<file path="src/design/bpsc_pkg.sv">
package bpsc_pkg;

    // Countdown width; timeout registers are truncated or zero-extended to it.
    localparam int TIMEOUT_BITS = 16;

    localparam int CHARGE_W   = 32;
    localparam int TIMEOUT_W  = 16;
    localparam int CFG_IDX_W  = 3;
    localparam int CFG_DATA_W = 32;
    localparam int S_TDATA_W  = 40;
    localparam int M_TDATA_W  = 8;

    typedef enum logic [2:0] {
        MODE_GOOD = 3'd0,
        MODE_LOW  = 3'd1,
        MODE_CRIT = 3'd2,
        MODE_PLUG = 3'd3,
        MODE_STBY = 3'd4
    } mode_t;

    typedef enum logic [CFG_IDX_W-1:0] {
        CFG_LOW_THRESHOLD  = 3'd0,
        CFG_RECOVERY_MODE  = 3'd1,
        CFG_RECOVERY_THRES = 3'd2,
        CFG_FIRST_TIMEOUT  = 3'd3,
        CFG_RUN_TIMEOUT    = 3'd4
    } cfg_idx_t;

    typedef enum logic {
        REQ_EVENT = 1'b0,
        REQ_TICK  = 1'b1
    } req_t;

    localparam logic [CHARGE_W-1:0]  LOW_THRESHOLD_RST  = 32'd429496729;
    localparam logic [CHARGE_W-1:0]  RECOVERY_THRES_RST = 32'd214748364;
    localparam logic [TIMEOUT_W-1:0] FIRST_TIMEOUT_RST  = 16'd2000;
    localparam logic [TIMEOUT_W-1:0] RUN_TIMEOUT_RST    = 16'd30000;

    typedef struct packed {
        logic [CHARGE_W-1:0]  low_threshold_ratio;
        logic                 recovery_mode;
        logic [CHARGE_W-1:0]  recovery_threshold_ratio;
        logic [TIMEOUT_W-1:0] first_run_timeout;
        logic [TIMEOUT_W-1:0] running_timeout;
    } cfg_t;

    typedef struct packed {
        req_t                req_type;
        logic [CHARGE_W-1:0] charge_ratio;
        logic                charging;
        logic                ext_power;
        logic                update_in_progress;
    } item_t;

    typedef struct packed {
        mode_t                   mode;
        logic                    first_event;
        logic                    low_at_start;
        logic [TIMEOUT_BITS-1:0] countdown;
        logic                    countdown_armed;
    } state_t;

    typedef struct packed {
        logic  timeout_running;
        logic  critical_lockout;
        logic  standby_request;
        logic  resume_normal;
        logic  enter_low_power;
        mode_t mode_now;
    } result_t;

endpackage

</file>
<file path="src/design/bpsc_step.sv">
// Next state and result for one request, purely combinational.
module bpsc_step (
    input  bpsc_pkg::cfg_t    cfg,
    input  bpsc_pkg::state_t  cur,
    input  bpsc_pkg::item_t   item,
    output bpsc_pkg::state_t  nxt,
    output bpsc_pkg::result_t res
);

    logic                 critical;
    logic                 low;
    logic                 las;
    bpsc_pkg::mode_t      target;
    logic                 do_change;
    logic                 p_enter_low;
    logic                 p_resume;
    logic                 p_standby;
    logic [bpsc_pkg::TIMEOUT_BITS-1:0] load_value;

    always_comb begin
        critical = (item.charge_ratio == '0) && !item.charging;
        if (cfg.recovery_mode) begin
            low = item.charge_ratio < cfg.recovery_threshold_ratio;
            las = 1'b0;
        end else begin
            low = !item.charging && (item.charge_ratio <= cfg.low_threshold_ratio);
            if (low && cur.first_event && !item.ext_power) begin
                las = 1'b1;
            end else if (!low) begin
                las = 1'b0;
            end else begin
                las = cur.low_at_start;
            end
        end

        load_value = cur.first_event
            ? bpsc_pkg::TIMEOUT_BITS'(cfg.first_run_timeout)
            : bpsc_pkg::TIMEOUT_BITS'(cfg.running_timeout);

        nxt       = cur;
        target    = cur.mode;
        do_change = 1'b0;

        if (item.req_type == bpsc_pkg::REQ_TICK) begin
            if (cur.countdown_armed) begin
                if (cur.countdown <= bpsc_pkg::TIMEOUT_BITS'(1)) begin
                    nxt.countdown       = '0;
                    nxt.countdown_armed = 1'b0;
                    if (cur.mode == bpsc_pkg::MODE_CRIT) begin
                        target    = bpsc_pkg::MODE_STBY;
                        do_change = 1'b1;
                    end
                end else begin
                    nxt.countdown = cur.countdown - bpsc_pkg::TIMEOUT_BITS'(1);
                end
            end
        end else begin
            nxt.low_at_start = las;
            nxt.first_event  = 1'b0;
            if (item.ext_power) begin
                target = bpsc_pkg::MODE_PLUG;
            end else if (critical || las) begin
                target = bpsc_pkg::MODE_CRIT;
            end else if (low) begin
                target = bpsc_pkg::MODE_LOW;
            end else begin
                target = bpsc_pkg::MODE_GOOD;
            end
            do_change = 1'b1;
        end

        p_enter_low = 1'b0;
        p_resume    = 1'b0;
        p_standby   = 1'b0;
        if (do_change && (target != cur.mode)) begin
            nxt.mode = target;
            // exit side of the old mode
            if (cur.mode == bpsc_pkg::MODE_CRIT) begin
                nxt.countdown       = '0;
                nxt.countdown_armed = 1'b0;
            end
            if ((cur.mode == bpsc_pkg::MODE_LOW || cur.mode == bpsc_pkg::MODE_CRIT) &&
                (target == bpsc_pkg::MODE_GOOD || target == bpsc_pkg::MODE_PLUG)) begin
                p_resume = 1'b1;
            end
            // entry side of the new mode
            case (target)
                bpsc_pkg::MODE_LOW: begin
                    p_enter_low = !item.update_in_progress;
                end
                bpsc_pkg::MODE_CRIT: begin
                    nxt.countdown       = load_value;
                    nxt.countdown_armed = 1'b1;
                end
                bpsc_pkg::MODE_STBY: begin
                    p_standby = 1'b1;
                end
                default: begin
                end
            endcase
        end

        res.mode_now         = nxt.mode;
        res.enter_low_power  = p_enter_low;
        res.resume_normal    = p_resume;
        res.standby_request  = p_standby;
        res.critical_lockout = (nxt.mode == bpsc_pkg::MODE_CRIT);
        res.timeout_running  = nxt.countdown_armed;
    end

endmodule

</file>
<file path="src/design/battery_power_state_controller.sv">
// Battery power-mode controller.
// A request is held in the input register, then its result in the result register.
// Throughput: one request per cycle unless stalled; mode/countdown state updates in the same
//   cycle the request leaves the input register, so back-to-back requests chain correctly.
// Reset (aresetn low, synchronous): mode good, first event pending, countdown disarmed,
//   config registers to their defaults, both pipeline stages empty, no request taken.
module battery_power_state_controller (
    input  logic                                aclk,
    input  logic                                aresetn,
    // request channel
    input  logic                                s_tvalid,
    output logic                                s_tready,
    input  logic [bpsc_pkg::S_TDATA_W-1:0]      s_tdata,  // charge_ratio[31:0], charging[32],
                                                          // ext_power[33],
                                                          // update_in_progress[34], zero pad
    input  logic                                s_tuser,  // req_type: 0 event, 1 tick
    // result channel
    output logic                                m_tvalid,
    input  logic                                m_tready,
    output logic [bpsc_pkg::M_TDATA_W-1:0]      m_tdata,  // mode_now[2:0], enter_low_power[3],
                                                          // resume_normal[4],
                                                          // standby_request[5],
                                                          // critical_lockout[6],
                                                          // timeout_running[7]
    // config write channel
    input  logic                                cfg_valid,
    output logic                                cfg_ready,
    input  logic [bpsc_pkg::CFG_IDX_W-1:0]      cfg_index,
    input  logic [bpsc_pkg::CFG_DATA_W-1:0]     cfg_data
);

    // ---------------- configuration registers ----------------
    bpsc_pkg::cfg_t cfg_reg;

    // writes are dropped while in reset, so do not advertise them
    assign cfg_ready = aresetn;

    always_ff @(posedge aclk) begin
        if (!aresetn) begin
            cfg_reg.low_threshold_ratio      <= bpsc_pkg::LOW_THRESHOLD_RST;
            cfg_reg.recovery_mode            <= 1'b0;
            cfg_reg.recovery_threshold_ratio <= bpsc_pkg::RECOVERY_THRES_RST;
            cfg_reg.first_run_timeout        <= bpsc_pkg::FIRST_TIMEOUT_RST;
            cfg_reg.running_timeout          <= bpsc_pkg::RUN_TIMEOUT_RST;
        end else if (cfg_valid && cfg_ready) begin
            case (bpsc_pkg::cfg_idx_t'(cfg_index))
                bpsc_pkg::CFG_LOW_THRESHOLD: begin
                    cfg_reg.low_threshold_ratio <= cfg_data;
                end
                bpsc_pkg::CFG_RECOVERY_MODE: begin
                    cfg_reg.recovery_mode <= cfg_data[0];
                end
                bpsc_pkg::CFG_RECOVERY_THRES: begin
                    cfg_reg.recovery_threshold_ratio <= cfg_data;
                end
                bpsc_pkg::CFG_FIRST_TIMEOUT: begin
                    cfg_reg.first_run_timeout <= cfg_data[bpsc_pkg::TIMEOUT_W-1:0];
                end
                bpsc_pkg::CFG_RUN_TIMEOUT: begin
                    cfg_reg.running_timeout <= cfg_data[bpsc_pkg::TIMEOUT_W-1:0];
                end
                default: begin
                    // unmapped index: write dropped
                end
            endcase
        end
    end

    // ---------------- input register ----------------
    logic            in_valid_reg;
    bpsc_pkg::item_t in_item_reg;
    logic            out_valid_reg;
    bpsc_pkg::result_t out_res_reg;

    // stage 2 fires when it holds a request and the result slot is free or draining
    logic advance;
    assign advance  = in_valid_reg && (!out_valid_reg || m_tready);
    assign s_tready = aresetn && (!in_valid_reg || advance);

    always_ff @(posedge aclk) begin
        if (!aresetn) begin
            in_valid_reg <= 1'b0;
        end else if (s_tready) begin
            in_valid_reg <= s_tvalid;
        end
    end

    always_ff @(posedge aclk) begin
        if (s_tvalid && s_tready) begin
            in_item_reg.req_type           <= bpsc_pkg::req_t'(s_tuser);
            in_item_reg.charge_ratio       <= s_tdata[bpsc_pkg::CHARGE_W-1:0];
            in_item_reg.charging           <= s_tdata[bpsc_pkg::CHARGE_W];
            in_item_reg.ext_power          <= s_tdata[bpsc_pkg::CHARGE_W+1];
            in_item_reg.update_in_progress <= s_tdata[bpsc_pkg::CHARGE_W+2];
        end
    end

    // ---------------- controller state ----------------
    bpsc_pkg::state_t  state_reg;
    bpsc_pkg::state_t  state_next;
    bpsc_pkg::result_t res_next;

    bpsc_step u_step (
        .cfg  (cfg_reg),
        .cur  (state_reg),
        .item (in_item_reg),
        .nxt  (state_next),
        .res  (res_next)
    );

    always_ff @(posedge aclk) begin
        if (!aresetn) begin
            state_reg.mode            <= bpsc_pkg::MODE_GOOD;
            state_reg.first_event     <= 1'b1;
            state_reg.low_at_start    <= 1'b0;
            state_reg.countdown       <= '0;
            state_reg.countdown_armed <= 1'b0;
        end else if (advance) begin
            state_reg <= state_next;
        end
    end

    // ---------------- result register ----------------
    always_ff @(posedge aclk) begin
        if (!aresetn) begin
            out_valid_reg <= 1'b0;
        end else if (advance) begin
            out_valid_reg <= 1'b1;
        end else if (m_tready) begin
            out_valid_reg <= 1'b0;
        end
    end

    always_ff @(posedge aclk) begin
        if (advance) begin
            out_res_reg <= res_next;
        end
    end

    assign m_tvalid = out_valid_reg;
    assign m_tdata  = out_res_reg;

endmodule

</file>
<file path="config.mk">
export PLATFORM = sky130hd
export DESIGN_NAME = battery_power_state_controller
export DESIGN_NICKNAME = d
export VERILOG_FILES = /design/src/design/bpsc_pkg.sv /design/src/design/bpsc_step.sv /design/src/design/battery_power_state_controller.sv
export SDC_FILE = /design/constraint.sdc
export NUM_CORES = 1
export LEC_CHECK = 0
export CAP_MARGIN = 15
export CORE_UTILIZATION = 40
export CTS_CLUSTER_DIAMETER = 200
export DETAILED_ROUTE_END_ITERATION = 8
export DONT_BUFFER_PORTS = 1
export HOLD_SLACK_MARGIN = 0.12
export PLACE_DENSITY_LB_ADDON = 0.3
export SYNTH_ARGS = -nofsm -noshare
export SYNTH_HDL_FRONTEND = slang
export SYNTH_HIERARCHICAL = 1
export SYNTH_SLANG_ARGS = --single-unit
</file>
<file path="constraint.sdc">
create_clock -name aclk -period 6.8 [get_ports aclk]
set_clock_uncertainty 0.15 [all_clocks]
set_input_delay 0 -clock aclk [delete_from_list [all_inputs] [get_ports aclk]]
set_output_delay 0 -clock aclk [all_outputs]
set_load 0.02 [all_outputs]
</file>
Word level (Yosys, flattened, before mapping)
Cells that the tools add are included.

word-level totals
  bits of input ports = 81
  logic and storage cells = 99
  register bits = 165

cells by class
  mux-type cells = 28
  order comparisons = 3
  add/sub/neg operators = 1
  equality and inequality tests = 12
  bitwise logic cells = 1
  reduce and logical (&&, ||, !) cells = 31

operators with widths
  operator                 number
  $mux W17                 5
  $le A32 B32 Y1           1
  $logic_not A32 Y1        1
  $lt A32 B32 Y1           1
  $mux W16                 2
  $mux W3                  7
  $eq A3 B2 Y1 const B     6
  $le A16 B1 Y1 const B    1
  $sub A16 B1 Y16 const B  1
  $mux W1                  14
  $reduce_and A2 Y1        7
  $logic_and A1 B1 Y1      10
  $eq A3 B1 Y1 const B     3
  $eq A3 B3 Y1 const B     2
  $logic_not A3 Y1         2
  $logic_not A1 Y1         5
  $logic_or A1 B1 Y1       5
  $ne A3 B3 Y1             1
  $reduce_bool A2 Y1       1
  $not A1 Y1               1

Depth between registers and ports, before layout
  depth in word-level cells = 14
  gate-level depth with buffers = 15
  depth with buffers taken out = 13

Cells and area by module
Netlist, hierarchy kept.

modules (own cells, without submodules)
  module                          area an instance (sq um)  cells an instance  seq. area each (sq um)  times used
  battery_power_state_controller  5894.4                    572                3743.6                  1
  bpsc_step                       2835.2                    417                0.0                     1

Worst setup path before layout
OpenSTA, ideal clock, no wires.

  path kind = reg-to-reg
  start point = reg in_item_reg[4] (netlist bit)
  end point = reg state_reg[7] (netlist bit)
  cell stages (with the launch flop) = 14
  required time = 6.518 ns
  arrival = 2.754 ns
  setup time = 0.132 ns
  slack = 3.764 ns
  cells stage by stage = edfxtp_1 ha_1 nor2b_1 o211ai_1 a2111oi_0 o41a_1 o21ai_0 and2_0 or3_1 a31oi_2 buf_6 o21ai_2 nand3_1 a21oi_1

RTL lines
  what                  line                                   text
  start, declared       battery_power_state_controller.sv:71   bpsc_pkg::item_t in_item_reg;
  end signal, assigned  battery_power_state_controller.sv:119  state_reg <= state_next;
  end, declared         battery_power_state_controller.sv:99   bpsc_pkg::state_t state_reg;

==> impl.org <==
** GRT
- Entering global routing, the biggest net connects 105 pins.
- Gr usage total :: 0.231
- The total overflow left after global routing is 0.
- Initial antenna violation count :: 1
- The number of global-route vias before repair was roughly 7400.
- First-pass GRT wire length :: about 40 mm

** Setup path
- Biggest fanout along the worst timing path :: 16
- The critical path in this run is classified as flop to flop.
- CP required :: 6940 ps
- The worst setup path is captured at a flop.
- Worst reg2reg endpoint :: state_reg[5]
- Crit start category :: flop
- Reg-to-reg startpoint :: in_item_reg[34]
- The worst register-to-register path has a depth of 12.
- STA puts the critical path data arrival time at 4170 ps.
- Reg2Reg Setup Slack :: 2770 ps

** Clock network
- Post-CTS timing repair inserted 0 buffers for setup.
- TritonCTS built the clock tree.
- Total clock sinks :: 165
- The clock tree synthesis step divided the H-tree into 4 levels.
- Total CTS buffers :: 17
- Clock edge transition at the registers on the reported setup and hold paths :: around 70 ps
- Skew-Pair Late Insertion Delay :: ~430 ps
- CTS Root Buffer Type :: sky130_fd_sc_hd__clkbuf_16
- Number of buffers between clock root and the deepest sink :: 2

** Finish
- In the final layout, the share of cells above drive strength 1 is 0.0829.
- In the final layout, the multi-input gates occupy 0.00433 mm2.
- FF/Latch Area :: 0.00374 mm2
- Fill cells in the final layout number 1961.
- The register with the most flip-flops in the layout has 97 of them.
- Area growth syn-to-layout :: 24.7%
- After the last flow step, the layout net total stands at 1243.

** Synth
- Post-synthesis sequential area ratio :: 0.429
- For this run, the number of Yosys warnings is 6.
- The cell area that synthesis handed to floorplanning was 0.00873 mm2.
- In this run the mean area of a mapped cell was just under 9 um2.
- Top flip-flop cell by instance count after synthesis :: sky130_fd_sc_hd__dfxtp_1
- Share of synthesized registers carrying an async set or reset :: 0
- Number of nets produced by synthesis :: 1135
- Instance count of the mapped netlist :: 989
- In this run, synthesis inferred 44 flip-flops with an integrated enable.
- Counting distinct cell types in the post-synthesis netlist gives just under 70.
- Counting flops and latches in the post-synthesis netlist gives 165.

** Power and ir drop
- The analysis attributes to cell leakage a power of 4.47 nW.
- Maximum vdd ir drop :: 0.144 mV
- Dividing total power by cell area gives a power density of 205 mW/mm2.
- Final Power :: 0.00223 W

** Floorplanning
- Height of the die :: around 150 um
- Die Width :: 150 um
- During I/O placement, the number of pins put on the boundary was 92.
- Std-Cell Rows :: 53
- Effective utilization at floorplan :: 0.411
- Floorplan Core Area :: 0.0212 mm2
- Die outline area :: approximately 0.022 mm2

** STA
- Achievable frequency :: between 200 and 250 MHz
- Count of endpoints failing hold in the final timing report :: 0
- Setup repair after global routing left no endpoint under its margin.
- Final sum of negative setup slack :: 0 ps
- Finish-stage setup viols :: 0
- The number of max-slew violations in the final report was 0.
- The smallest clock period supported by the final layout is computed as 4030 ps.
- Headroom to the max-slew limit came out at 0.229.
- At the pin with the least slew margin, the transition time is 1150 ps.
- Period utilization :: 0.593

** Placement
- Final weighted congestion of routability-driven global placement :: 0.823
- Number of I/O port buffers :: 0
- After legalization and detailed placement, the total HPWL measured 15.5 mm.

** Route
- The first routing iteration left between 500 and 600 violations.
- In the routed layout, each cell is associated on average with a via count of 5.58.
- Detail Route Antenna Nets :: 0
- Wire length per cell after detailed routing :: about 18 um
- Summing over every cut layer, the via total after detailed routing is between 7000 and 8000.
- In the routed design, unresolved DRC markers number 0.
- The first detailed-routing pass took 5 iterations.
- Wirelength, routed :: 25.4 mm

** Min path
- Classification of the worst-slack hold path :: primary input to flop
- Min-Delay Startpoint :: cfg_data[21]
- Cell count of the worst hold path :: 3
- Hold endpoint :: cfg_reg[53]

** Outcome
- Status :: complete, no violations

** Run
- Max-cap violation count :: 0
[power by group]
part           leakage [nW]  total (W)  internal (W)  switching (W)
clock                 0.272   0.000959      0.000548       0.000411
sequential             1.40    0.00106       0.00103      0.0000275
combinational          2.80   0.000213     0.0000978       0.000115
[synth_stat cells (all sizes together) (15+ instances only)]
master,count,share of area
nand3,59,0.034
nand2,95,0.041
mux2i,18,0.021
buf,32,0.022
a21oi,77,0.044
o21ai,109,0.067
edfxtp,44,0.15
nor3,50,0.029
nand4,15,0.011
dfxtp,121,0.28
nor2,29,0.012
inv,92,0.040
ha,65,0.093
mux2,16,0.021
clkbuf,33,0.014
[through the flow]
step	utilization	hold slack, ps	setup WS, ps	instances	cell area (um2)
final	0.513	130	2770	1386	10900
after global routing	0.513	136	2580	1386	10900
after CTS	0.513	121	2860	1385	10900
after detailed placement	0.416	-148	2910	1207	8820
after global placement	0.416	-148	2950	1207	8820
after floorplan	-	-51.1	3760	989	8730
[timing repair]
action | CTS | global route
hold endpoints to repair | 158 | 0
gates resized for setup | 0 | 0
hold buffers | 146 | 0
[cell type report]
| cell class | count | share of cell area |
|---|---|---|
| clock buffer | 19 | 0.0407 |
| tap | 275 | 0.0316 |
| inverter | 92 | 0.0317 |
| timing repair buffer | 154 | 0.142 |
| sequential | 165 | 0.344 |
| antenna | 1 | 0.000230 |
| clock inverter | 13 | 0.0121 |
| multi-input combinational | 667 | 0.398 |
[critical path: stages (launching register included)]
cell and delay [ps]:
sky130_fd_sc_hd__edfxtp_1 480, sky130_fd_sc_hd__ha_1 360, sky130_fd_sc_hd__nand4_1 230, sky130_fd_sc_hd__nor4_1 670, sky130_fd_sc_hd__o41a_1 410, sky130_fd_sc_hd__o32ai_1 160
sky130_fd_sc_hd__nor3_1 440, sky130_fd_sc_hd__o21ai_0 180, sky130_fd_sc_hd__a31oi_2 190, sky130_fd_sc_hd__buf_4 290, sky130_fd_sc_hd__o21ai_0 140, sky130_fd_sc_hd__nand3_1 100
sky130_fd_sc_hd__a21oi_1 90
[how the worst max path moves through the flow]
stage | startpoint | to | slack [ps] | depth (start not counted)
2_1_floorplan | in_item_reg[4] | state_reg[7] | 3760 | 13
3_3_place_gp | in_item_reg[34] | state_reg[4] | 2950 | 12
6_report | in_item_reg[34] | state_reg[5] | 2770 | 12
4_1_cts | in_item_reg[34] | state_reg[5] | 2860 | 12
5_1_grt | in_item_reg[34] | state_reg[2] | 2580 | 12
3_5_place_dp | in_item_reg[34] | state_reg[3] | 2910 | 12
[layout by cell type (no fill, tap or decap), types with 44 or more instances in the layout]
master                          count
sky130_fd_sc_hd__inv_1             91
sky130_fd_sc_hd__dlygate4sd3_1    144
sky130_fd_sc_hd__edfxtp_1          44
sky130_fd_sc_hd__dfxtp_1          121
sky130_fd_sc_hd__nor3_1            50
sky130_fd_sc_hd__nand2_1           94
sky130_fd_sc_hd__nand3_1           59
sky130_fd_sc_hd__ha_1              65
sky130_fd_sc_hd__a21oi_1           77
sky130_fd_sc_hd__o21ai_0           94
[metal layers]
metal / routed length (um) / track usage / vias to the layer above / share of wire
met5: 0 / 0 / - / 0
met4: 601 / 0.0808 / 0 / 0.024
li1: - / - / 3732 / -
met2: 11600 / 0.378 / 283 / 0.46
met1: 11200 / 0.300 / 3670 / 0.44
met3: 1990 / 0.0497 / 44 / 0.078
[kinds of logic after synthesis]
logic type / Yosys count / share of synthesized area
AOI/OAI and AO/OA: 245 / 0.166
xor gates and xnor gates: 11 / 0.0110
adders and majority gates: 65 / 0.0932
buffers and inverters: 157 / 0.0761
DFF: 165 / 0.429
muxes: 34 / 0.0413
and+or+nand+nor: 312 / 0.184
Power figures use the tool's default switching activity.
